**src/hw/rtl/kdsl_pkg.sv**
```systemverilog
`timescale 1ns / 1ps

package kdsl_pkg;

   // Number of keys tracked by the block.
   localparam int NUM_KEYS = 3;
   // Keys with an input pin; keys above this see a released raw level.
   localparam int RAW_KEYS = 3;
   localparam int KEY_W    = (NUM_KEYS > 1) ? $clog2(NUM_KEYS) : 1;

   localparam logic [15:0] DEBOUNCE_RESET = 16'd30;
   localparam logic [15:0] LONG_RESET     = 16'd1200;

   localparam logic CSR_DEBOUNCE_TIME   = 1'b0;
   localparam logic CSR_LONG_PRESS_TIME = 1'b1;

   localparam logic [1:0] EV_NONE  = 2'd0;
   localparam logic [1:0] EV_SHORT = 2'd1;
   localparam logic [1:0] EV_LONG  = 2'd2;

   typedef enum logic [1:0] {
      FUNC_POLL      = 2'd0,
      FUNC_TAKE_KEY  = 2'd1,
      FUNC_TAKE_WAKE = 2'd2,
      FUNC_EXT_WAKE  = 2'd3
   } kdsl_func_type;

   typedef enum logic [1:0] {
      ST_IDLE,
      ST_DEB,
      ST_LNG,
      ST_FIN
   } kdsl_state_type;

   // Commands from the sequencer to the key state bank.
   typedef struct packed {
      logic [KEY_W-1:0] sel;
      logic             deb_step;
      logic             lng_step;
      logic             take_key;
      logic             take_wake;
      logic             set_wake;
   } kdsl_cmd_type;

   // What the key state bank shows for the selected key and globally.
   typedef struct packed {
      logic [31:0] base;
      logic [1:0]  pend;
      logic        wake;
      logic [2:0]  mask;
   } kdsl_view_type;

endpackage

```
**src/hw/rtl/kdsl_cmp_unit.sv**
```systemverilog
`timescale 1ns / 1ps

// Shared elapsed-time compare: (now - base) modulo 2^32 against a 16-bit limit.
module kdsl_cmp_unit (
   input  logic [31:0] now_time,
   input  logic [31:0] base_time,
   input  logic [15:0] limit,
   output logic        reached
);
   logic [31:0] elapsed;

   assign elapsed = now_time - base_time;
   assign reached = (elapsed >= {16'd0, limit});
endmodule

```
**src/hw/rtl/kdsl_key_bank.sv**
```systemverilog
`timescale 1ns / 1ps

module kdsl_key_bank (
   input  logic                  clock,
   input  logic                  reset,
   input  kdsl_pkg::kdsl_cmd_type cmd,
   input  logic [31:0]           now_time,
   input  logic [2:0]            raw_levels,
   input  logic                  reached,
   output kdsl_pkg::kdsl_view_type view
);
   import kdsl_pkg::*;

   logic        stable_ff  [NUM_KEYS];
   logic        stable_in  [NUM_KEYS];
   logic        sampled_ff [NUM_KEYS];
   logic        sampled_in [NUM_KEYS];
   logic        long_ff    [NUM_KEYS];
   logic        long_in    [NUM_KEYS];
   logic [31:0] change_ff  [NUM_KEYS];
   logic [31:0] change_in  [NUM_KEYS];
   logic [31:0] start_ff   [NUM_KEYS];
   logic [31:0] start_in   [NUM_KEYS];
   logic [1:0]  pend_ff    [NUM_KEYS];
   logic [1:0]  pend_in    [NUM_KEYS];
   logic        wake_ff;
   logic        wake_in;

   logic [NUM_KEYS-1:0] raw_ext;
   logic                level;
   logic                changed;

   for (genvar k = 0; k < NUM_KEYS; k++) begin : g_raw
      if (k < RAW_KEYS) begin : g_pin
         assign raw_ext[k] = raw_levels[k];
      end else begin : g_nopin
         assign raw_ext[k] = 1'b0;
      end
   end

   assign level   = raw_ext[cmd.sel];
   assign changed = (level != sampled_ff[cmd.sel]);

   always_comb begin
      // In the debounce step a fresh raw change restarts the timer at now.
      if (cmd.deb_step) begin
         view.base = changed ? now_time : change_ff[cmd.sel];
      end else begin
         view.base = start_ff[cmd.sel];
      end
      view.pend = pend_ff[cmd.sel];
      view.wake = wake_ff;
      for (int j = 0; j < 3; j++) begin
         view.mask[j] = (j < NUM_KEYS) ? stable_ff[j] : 1'b0;
      end
   end

   always_comb begin
      stable_in  = stable_ff;
      sampled_in = sampled_ff;
      long_in    = long_ff;
      change_in  = change_ff;
      start_in   = start_ff;
      pend_in    = pend_ff;
      wake_in    = wake_ff;

      if (cmd.deb_step) begin
         sampled_in[cmd.sel] = level;
         if (changed) begin
            change_in[cmd.sel] = now_time;
         end
         if (reached && (stable_ff[cmd.sel] != level)) begin
            stable_in[cmd.sel] = level;
            if (level) begin
               start_in[cmd.sel] = now_time;
               long_in[cmd.sel]  = 1'b0;
               wake_in           = 1'b1;
            end else if (!long_ff[cmd.sel]) begin
               pend_in[cmd.sel] = EV_SHORT;
            end
         end
      end

      if (cmd.lng_step) begin
         if (stable_ff[cmd.sel] && !long_ff[cmd.sel] && reached) begin
            pend_in[cmd.sel] = EV_LONG;
            long_in[cmd.sel] = 1'b1;
            wake_in          = 1'b1;
         end
      end

      if (cmd.take_key) begin
         pend_in[cmd.sel] = EV_NONE;
      end
      if (cmd.take_wake) begin
         wake_in = 1'b0;
      end
      if (cmd.set_wake) begin
         wake_in = 1'b1;
      end
   end

   always_ff @(posedge clock) begin
      if (reset) begin
         for (int k = 0; k < NUM_KEYS; k++) begin
            stable_ff[k]  <= 1'b0;
            sampled_ff[k] <= 1'b0;
            long_ff[k]    <= 1'b0;
            change_ff[k]  <= 32'd0;
            start_ff[k]   <= 32'd0;
            pend_ff[k]    <= EV_NONE;
         end
         wake_ff <= 1'b0;
      end else begin
         stable_ff  <= stable_in;
         sampled_ff <= sampled_in;
         long_ff    <= long_in;
         change_ff  <= change_in;
         start_ff   <= start_in;
         pend_ff    <= pend_in;
         wake_ff    <= wake_in;
      end
   end
endmodule

```
**src/hw/rtl/key_debounce_short_long_press.sv**
```systemverilog
`timescale 1ns / 1ps

// Channel  Direction  Transfer when           Payload
// req      in         req_valid & req_ready   func, now_time, raw_levels, key_index
// rsp      out        rsp_valid & rsp_ready   key_event, pressed_mask, wake
// csr      in         csr_write_en            csr_index, csr_write_data
//
// A poll runs, after the transfer, one debounce compare and one long-press compare
// per key, both on the single shared elapsed-time compare unit, then a final step
// that loads the result into the output register. Other items go from the
// transfer straight to the final step. Reset is synchronous and active high and
// restores every key's state, the wake flag and both timing registers. The block
// takes one item at a time; a result waiting in the output register holds the
// sequencer in its final state until it is transferred.
module key_debounce_short_long_press (
   input  logic        clock,
   input  logic        reset,
   input  logic        req_valid,
   output logic        req_ready,
   input  logic [1:0]  req_func,
   input  logic [31:0] req_now_time,
   input  logic [2:0]  req_raw_levels,
   input  logic [1:0]  req_key_index,
   output logic        rsp_valid,
   input  logic        rsp_ready,
   output logic [1:0]  rsp_key_event,
   output logic [2:0]  rsp_pressed_mask,
   output logic        rsp_wake,
   input  logic        csr_write_en,
   input  logic        csr_index,
   input  logic [15:0] csr_write_data
);
   import kdsl_pkg::*;

   // Timing registers; the user must write them only while the block is idle, the block does not enforce it.
   logic [15:0] debounce_ff;
   logic [15:0] long_time_ff;

   // Sequencer state and the captured request.
   kdsl_state_type   state_ff;
   kdsl_state_type   state_in;
   logic [KEY_W-1:0] key_ff;
   logic [KEY_W-1:0] key_in;
   kdsl_func_type    func_ff;
   logic [31:0]      now_ff;
   logic [2:0]       raw_ff;
   logic             key_ok_ff;

   // Output register.
   logic       rsp_valid_ff;
   logic       rsp_valid_in;
   logic [1:0] rsp_event_ff;
   logic [2:0] rsp_mask_ff;
   logic       rsp_wake_ff;

   logic          req_xfer;
   logic          rsp_load;
   logic          reached;
   logic [15:0]   limit;
   kdsl_cmd_type  cmd;
   kdsl_view_type view;

   assign req_xfer = req_valid && req_ready;

   // The shared compare unit checks the debounce time in the debounce step
   // and the long-press time in the long step.
   assign limit = (state_ff == ST_DEB) ? debounce_ff : long_time_ff;

   kdsl_cmp_unit u_cmp (
      .now_time  (now_ff),
      .base_time (view.base),
      .limit     (limit),
      .reached   (reached)
   );

   kdsl_key_bank u_bank (
      .clock      (clock),
      .reset      (reset),
      .cmd        (cmd),
      .now_time   (now_ff),
      .raw_levels (raw_ff),
      .reached    (reached),
      .view       (view)
   );

   always_ff @(posedge clock) begin
      if (reset) begin
         debounce_ff  <= DEBOUNCE_RESET;
         long_time_ff <= LONG_RESET;
      end else if (csr_write_en) begin
         if (csr_index == CSR_DEBOUNCE_TIME) begin
            debounce_ff <= csr_write_data;
         end else begin
            long_time_ff <= csr_write_data;
         end
      end
   end

   always_ff @(posedge clock) begin
      if (reset) begin
         state_ff     <= ST_IDLE;
         key_ff       <= '0;
         rsp_valid_ff <= 1'b0;
      end else begin
         state_ff     <= state_in;
         key_ff       <= key_in;
         rsp_valid_ff <= rsp_valid_in;
      end
   end

   // Request capture and result payload; no reset needed.
   always_ff @(posedge clock) begin
      if (req_xfer) begin
         func_ff   <= kdsl_func_type'(req_func);
         now_ff    <= req_now_time;
         raw_ff    <= req_raw_levels;
         key_ok_ff <= (32'(req_key_index) < NUM_KEYS);
      end
      if (rsp_load) begin
         rsp_event_ff <= (func_ff == FUNC_TAKE_KEY && key_ok_ff) ? view.pend : EV_NONE;
         rsp_mask_ff  <= view.mask;
         rsp_wake_ff  <= (func_ff == FUNC_TAKE_WAKE) ? view.wake : 1'b0;
      end
   end

   always_comb begin
      state_in     = state_ff;
      key_in       = key_ff;
      req_ready    = 1'b0;
      rsp_load     = 1'b0;
      cmd          = '0;
      cmd.sel      = key_ff;

      unique case (state_ff)
         ST_IDLE: begin
            req_ready = 1'b1;
            if (req_valid) begin
               if (kdsl_func_type'(req_func) == FUNC_POLL) begin
                  key_in   = '0;
                  state_in = ST_DEB;
               end else begin
                  key_in   = KEY_W'(req_key_index);
                  state_in = ST_FIN;
               end
            end
         end
         ST_DEB: begin
            cmd.deb_step = 1'b1;
            state_in     = ST_LNG;
         end
         ST_LNG: begin
            cmd.lng_step = 1'b1;
            if (32'(key_ff) == NUM_KEYS - 1) begin
               state_in = ST_FIN;
            end else begin
               key_in   = key_ff + 1'b1;
               state_in = ST_DEB;
            end
         end
         ST_FIN: begin
            // Finish only once the output register is free or being emptied.
            if (!rsp_valid_ff || rsp_ready) begin
               rsp_load      = 1'b1;
               cmd.take_key  = (func_ff == FUNC_TAKE_KEY) && key_ok_ff;
               cmd.take_wake = (func_ff == FUNC_TAKE_WAKE);
               cmd.set_wake  = (func_ff == FUNC_EXT_WAKE);
               state_in      = ST_IDLE;
            end
         end
         default: begin
            state_in = ST_IDLE;
         end
      endcase
   end

   always_comb begin
      if (rsp_load) begin
         rsp_valid_in = 1'b1;
      end else if (rsp_ready) begin
         rsp_valid_in = 1'b0;
      end else begin
         rsp_valid_in = rsp_valid_ff;
      end
   end

   assign rsp_valid        = rsp_valid_ff;
   assign rsp_key_event    = rsp_event_ff;
   assign rsp_pressed_mask = rsp_mask_ff;
   assign rsp_wake         = rsp_wake_ff;
endmodule
```
**config.mk**
```make
export PLATFORM = sky130hd
export DESIGN_NAME = key_debounce_short_long_press
export DESIGN_NICKNAME = d
export VERILOG_FILES = /design/src/hw/rtl/kdsl_pkg.sv /design/src/hw/rtl/kdsl_cmp_unit.sv /design/src/hw/rtl/kdsl_key_bank.sv /design/src/hw/rtl/key_debounce_short_long_press.sv
export SDC_FILE = /design/constraint.sdc
export NUM_CORES = 1
export LEC_CHECK = 0
export BUFFER_PORTS_ARGS = -buffer_cell sky130_fd_sc_hd__buf_2
export CORE_ASPECT_RATIO = 0.75
export CORE_MARGIN = 2
export CORE_UTILIZATION = 45
export CTS_CLUSTER_DIAMETER = 60
export CTS_CLUSTER_SIZE = 20
export DETAILED_ROUTE_END_ITERATION = 10
export HOLD_SLACK_MARGIN = 0.05
export PLACE_DENSITY = 0.69
export SLEW_MARGIN = 20
export SYNTH_ARGS = -nofsm -noshare
export SYNTH_HDL_FRONTEND = slang
export SYNTH_SLANG_ARGS = --single-unit
```
**constraint.sdc**
```tcl
create_clock -name clock -period 7.81 [get_ports clock]
set_input_delay 0.3905 -clock clock [delete_from_list [all_inputs] [get_ports clock]]
set_output_delay 0.3905 -clock clock [all_outputs]
set_load 0.02 [all_outputs]
```
==> metrics.md <==
| Metric | Value |
|---|---|
| Final Hold Fails | 0 |
| CP max FO | 28 |
| Register Area | 0.00623 mm² |
| Drt initial violations | approximately 1200 |
| Status | complete, no violations |
| HP Class | input pin to register |
| Crit path max-delay cell type | and3_1 |
| Multi-input logic area | 0.00842 mm² |
| Via density per instance | 5.69 |
| Final Critical Period | 7.03 ns |
| Top_reg_cell synth | dfxtp_1 |
| CTS tree | built |
| Setup violators final | 0 |
| Max-Cap Viols | 0 |
| Vias in the first global route | between 10000 and 15000 |
| Starting Density | 45.5% |
| Initial antenna violation count | 0 |
| Fill cells | 3178 |
| Critical path class | register to register |
| Worst VDD drop | 155 µV |
| Switching power | 1.27 mW |
| Synth Instances | 1806 |
| Area Overhead vs Synth | 9.96% |
| Sw Ratio | roughly a third |
| Design area | 0.0167 mm² |
| Synth async-reset ratio | 0% |
| I/O Buffers | 68 |
| Num ports | 69 |
| Placement Rows | 58 |
| RSZ-0062 raised after global routing | false |
| LEAKAGE | 6.20 nW |
| Largest net degree at the start of global routing | 72 |
| Cts bufs inserted | 19 |
| Clk_skew | roughly 0.028 ns |
| Pre-antenna DRT Iters | 5 |
| Fin nets | roughly 1900 |
| Critical Path Max Stage Delay | approximately 0.6 ns |
| Int Pwr | 2.42 mW |
| Flop pwr share | 44.3% |
| Antenna cell count | 0 |
| CP Data Required Time | 8.24 ns |
| Post-Place Cell Area | 0.0158 mm² |
| DRC viols | 0 |
| Comb pwr share | 28.7% |
| Layout cell share with drive strength beyond 1 | 7.88% |
| Arrival @ worst endpoint | 7.46 ns |
| Tightest Pin Transition | 1.01 ns |
| HPWL after DPL | 28900 µm |
| Final wirelength | 42600 µm |
| Pwr/cell area | 221 mW/mm² |
| Period utilisation layout | 90.0% |
| CTS Buffer Depth | 3 |
| Synthesized cell area | roughly 0.015 mm² |
| Setup Buffers After CTS | 0 |
| Post-route ant nets | 0 |
| Setup TNS | 0 ns |
| Post-Syn Nets | 1918 |
| Total GRT Usage | a little under a quarter |
| Global route overflow | 0 |
| Worst hold path depth | 1 |
| Number of synthesized flops with an enable pin | 44 |
| Count of pins over their slew limit | 0 |
| R2r worst-path depth | 27 |
| Crit end category | register |
| Relative slew margins | roughly 32% |
| Max Freq | around 140 MHz |
| Die area | 0.0353 mm² |
| CP Launch Type | register |
| Distinct cells, synth | 81 |
| Sequential fraction of the synthesis area | 41.0% |
| Yosys reg bits | 289 |
| Core area | 0.0334 mm² |
| Die Ht | 163 µm |
| WL/cell | around 19 µm |
| Routability congestion estimate from global placement | 0.970 |
| Global-route wire length before repair | 67600 µm |
| Ys Warns | 0 |
| Post-Syn Area per Cell | roughly 8.4 µm² |
| Die width | 216 µm |
| CTS Root Cell | clkbuf_16 |
| Via count | 13000 |
| Clock-pin slew on the worst setup and hold paths | 0.09 ns |
| H-tree depth | 1 |
| CTS sink cnt | 289 |
| Clock power share | 27.0% |
| Clk Latency, worst-skew pair | 0.54 ns |
-- placed cells by master (no fill, tap or decap), drive strengths merged, types with 13 or more instances in the layout --
cell / n
nand2: 416
dfxtp: 245
a21oi: 229
mux2i: 185
nor2: 104
buf: 89
nand2b: 70
o21ai: 69
ha: 50
edfxtp: 44
dlygate4sd3: 34
o221ai: 29
clkbuf: 28
nand3: 24
inv: 24
nand4: 16
nor3: 15
o211ai: 14
xnor2: 13
a211oi: 13
-- through the flow --
stage	hold WS (ns)	total power, mW	utilization, %	worst slack (ns)	std cells
6_report	0.0733	3.69	50.0	0.779	2290
2_1_floorplan	0.431	2.40	-	1.54	1806
5_1_grt	0.0711	3.88	50.0	0.255	2290
3_3_place_gp	0.440	2.68	47.3	1.07	2222
4_1_cts	0.0601	3.69	50.0	0.861	2290
3_5_place_dp	0.446	2.69	47.3	0.954	2222
-- metal layers --
metal / wire length [µm] / GRT usage (%)
met5: 0 / 0
met4: 804 / 5.48
met1: 20300 / 34.6
met3: 2750 / 3.65
met2: 18700 / 37.0
-- cells by family (layout without fill, tap and decap cells) --
logic type / count (synthesis) / count (layout) / share of synthesized area, %
compound gates: 424 / 424 / 17.2
fa+ha+maj: 51 / 51 / 4.25
simple gates: 690 / 690 / 20.0
buf+inv: 144 / 178 / 3.99
flops: 289 / 289 / 41.0
xor+xnor: 23 / 23 / 1.38
mux: 185 / 185 / 12.2
-- layout make-up --
class	count	area share (%)
clock buffer	28	3.05
timing repair buffer	123	5.11
inverter	21	0.472
multi-input combinational	1373	50.4
clock inverter	6	0.285
sequential	289	37.3
tap	450	3.37
-- what timing repair did --
item,4_1_cts,5_1_grt
gates resized for setup,0,0
endpoints found under the hold margin,34,0
setup endpoints to repair,0,0
hold buffers,34,0
-- critical path, delay by kind of cell, from the launching register on --
family / cells / cell delay [ns]
AND/OR/NAND/NOR: 11 / 2.56
AO/OA/AOI/OAI: 8 / 1.36
flip-flops: 1 / 0.50
adder cells (fa/ha/maj): 2 / 0.77
XOR/XNOR: 2 / 0.60
multiplexers: 2 / 0.65
buffers and inverters: 2 / 0.47
-- Yosys cell counts (13+ instances only) --
cell type,count,area share (%)
clkbuf_1,94,2.3
o21ai_0,63,2.1
nand2_1,416,10
mux2i_1,185,12
ha_1,50,4.1
o211ai_1,14,0.69
nor3_1,15,0.49
inv_1,20,0.49
buf_2,13,0.43
o221ai_1,29,1.7
nor2_1,104,2.6
nand4_1,15,0.62
nand2b_1,70,2.9
a21oi_1,223,7.3
edfxtp_1,44,8.7
nand3_1,22,0.72
dfxtp_1,245,32
-- power groups by stage --
stage | Combinational (mW) | Sequential (mW) | Clock (mW)
3_3_place_gp | 1.01 | 1.67 | 0
6_report | 1.06 | 1.64 | 0.996
3_5_place_dp | 1.02 | 1.67 | 0
2_1_floorplan | 0.758 | 1.64 | 0
4_1_cts | 1.04 | 1.63 | 1.02
5_1_grt | 1.16 | 1.64 | 1.07
-- state kept, by name, summed over array words and instances, names as in the netlist, 2 cells and up --
| signal | cells |
|---|---|
| func_ff | 2 |
| u_bank.change_ff | 96 |
| key_ff | 2 |
| long_time_ff | 16 |
| u_bank.long_ff | 3 |
| u_bank.pend_ff | 6 |
| rsp_pressed_mask | 3 |
| u_bank.start_ff | 96 |
| debounce_ff | 16 |
| raw_ff | 3 |
| now_ff | 32 |
| rsp_key_event | 2 |
| state_ff | 2 |
| u_bank.view | 3 |
| u_bank.sampled_ff | 3 |
-- worst paths after layout --
kind,start,end,slack [ns]
worst max register to register,key_ff[0],u_bank.start_ff[85],0.78
worst max-delay path,key_ff[0],u_bank.start_ff[85],0.78
worst min-delay path,req_func[1],func_ff[1],0.07
worst min register to register,u_bank.change_ff[70],u_bank.change_ff[70],0.46
(Power assumes the default switching activity.)
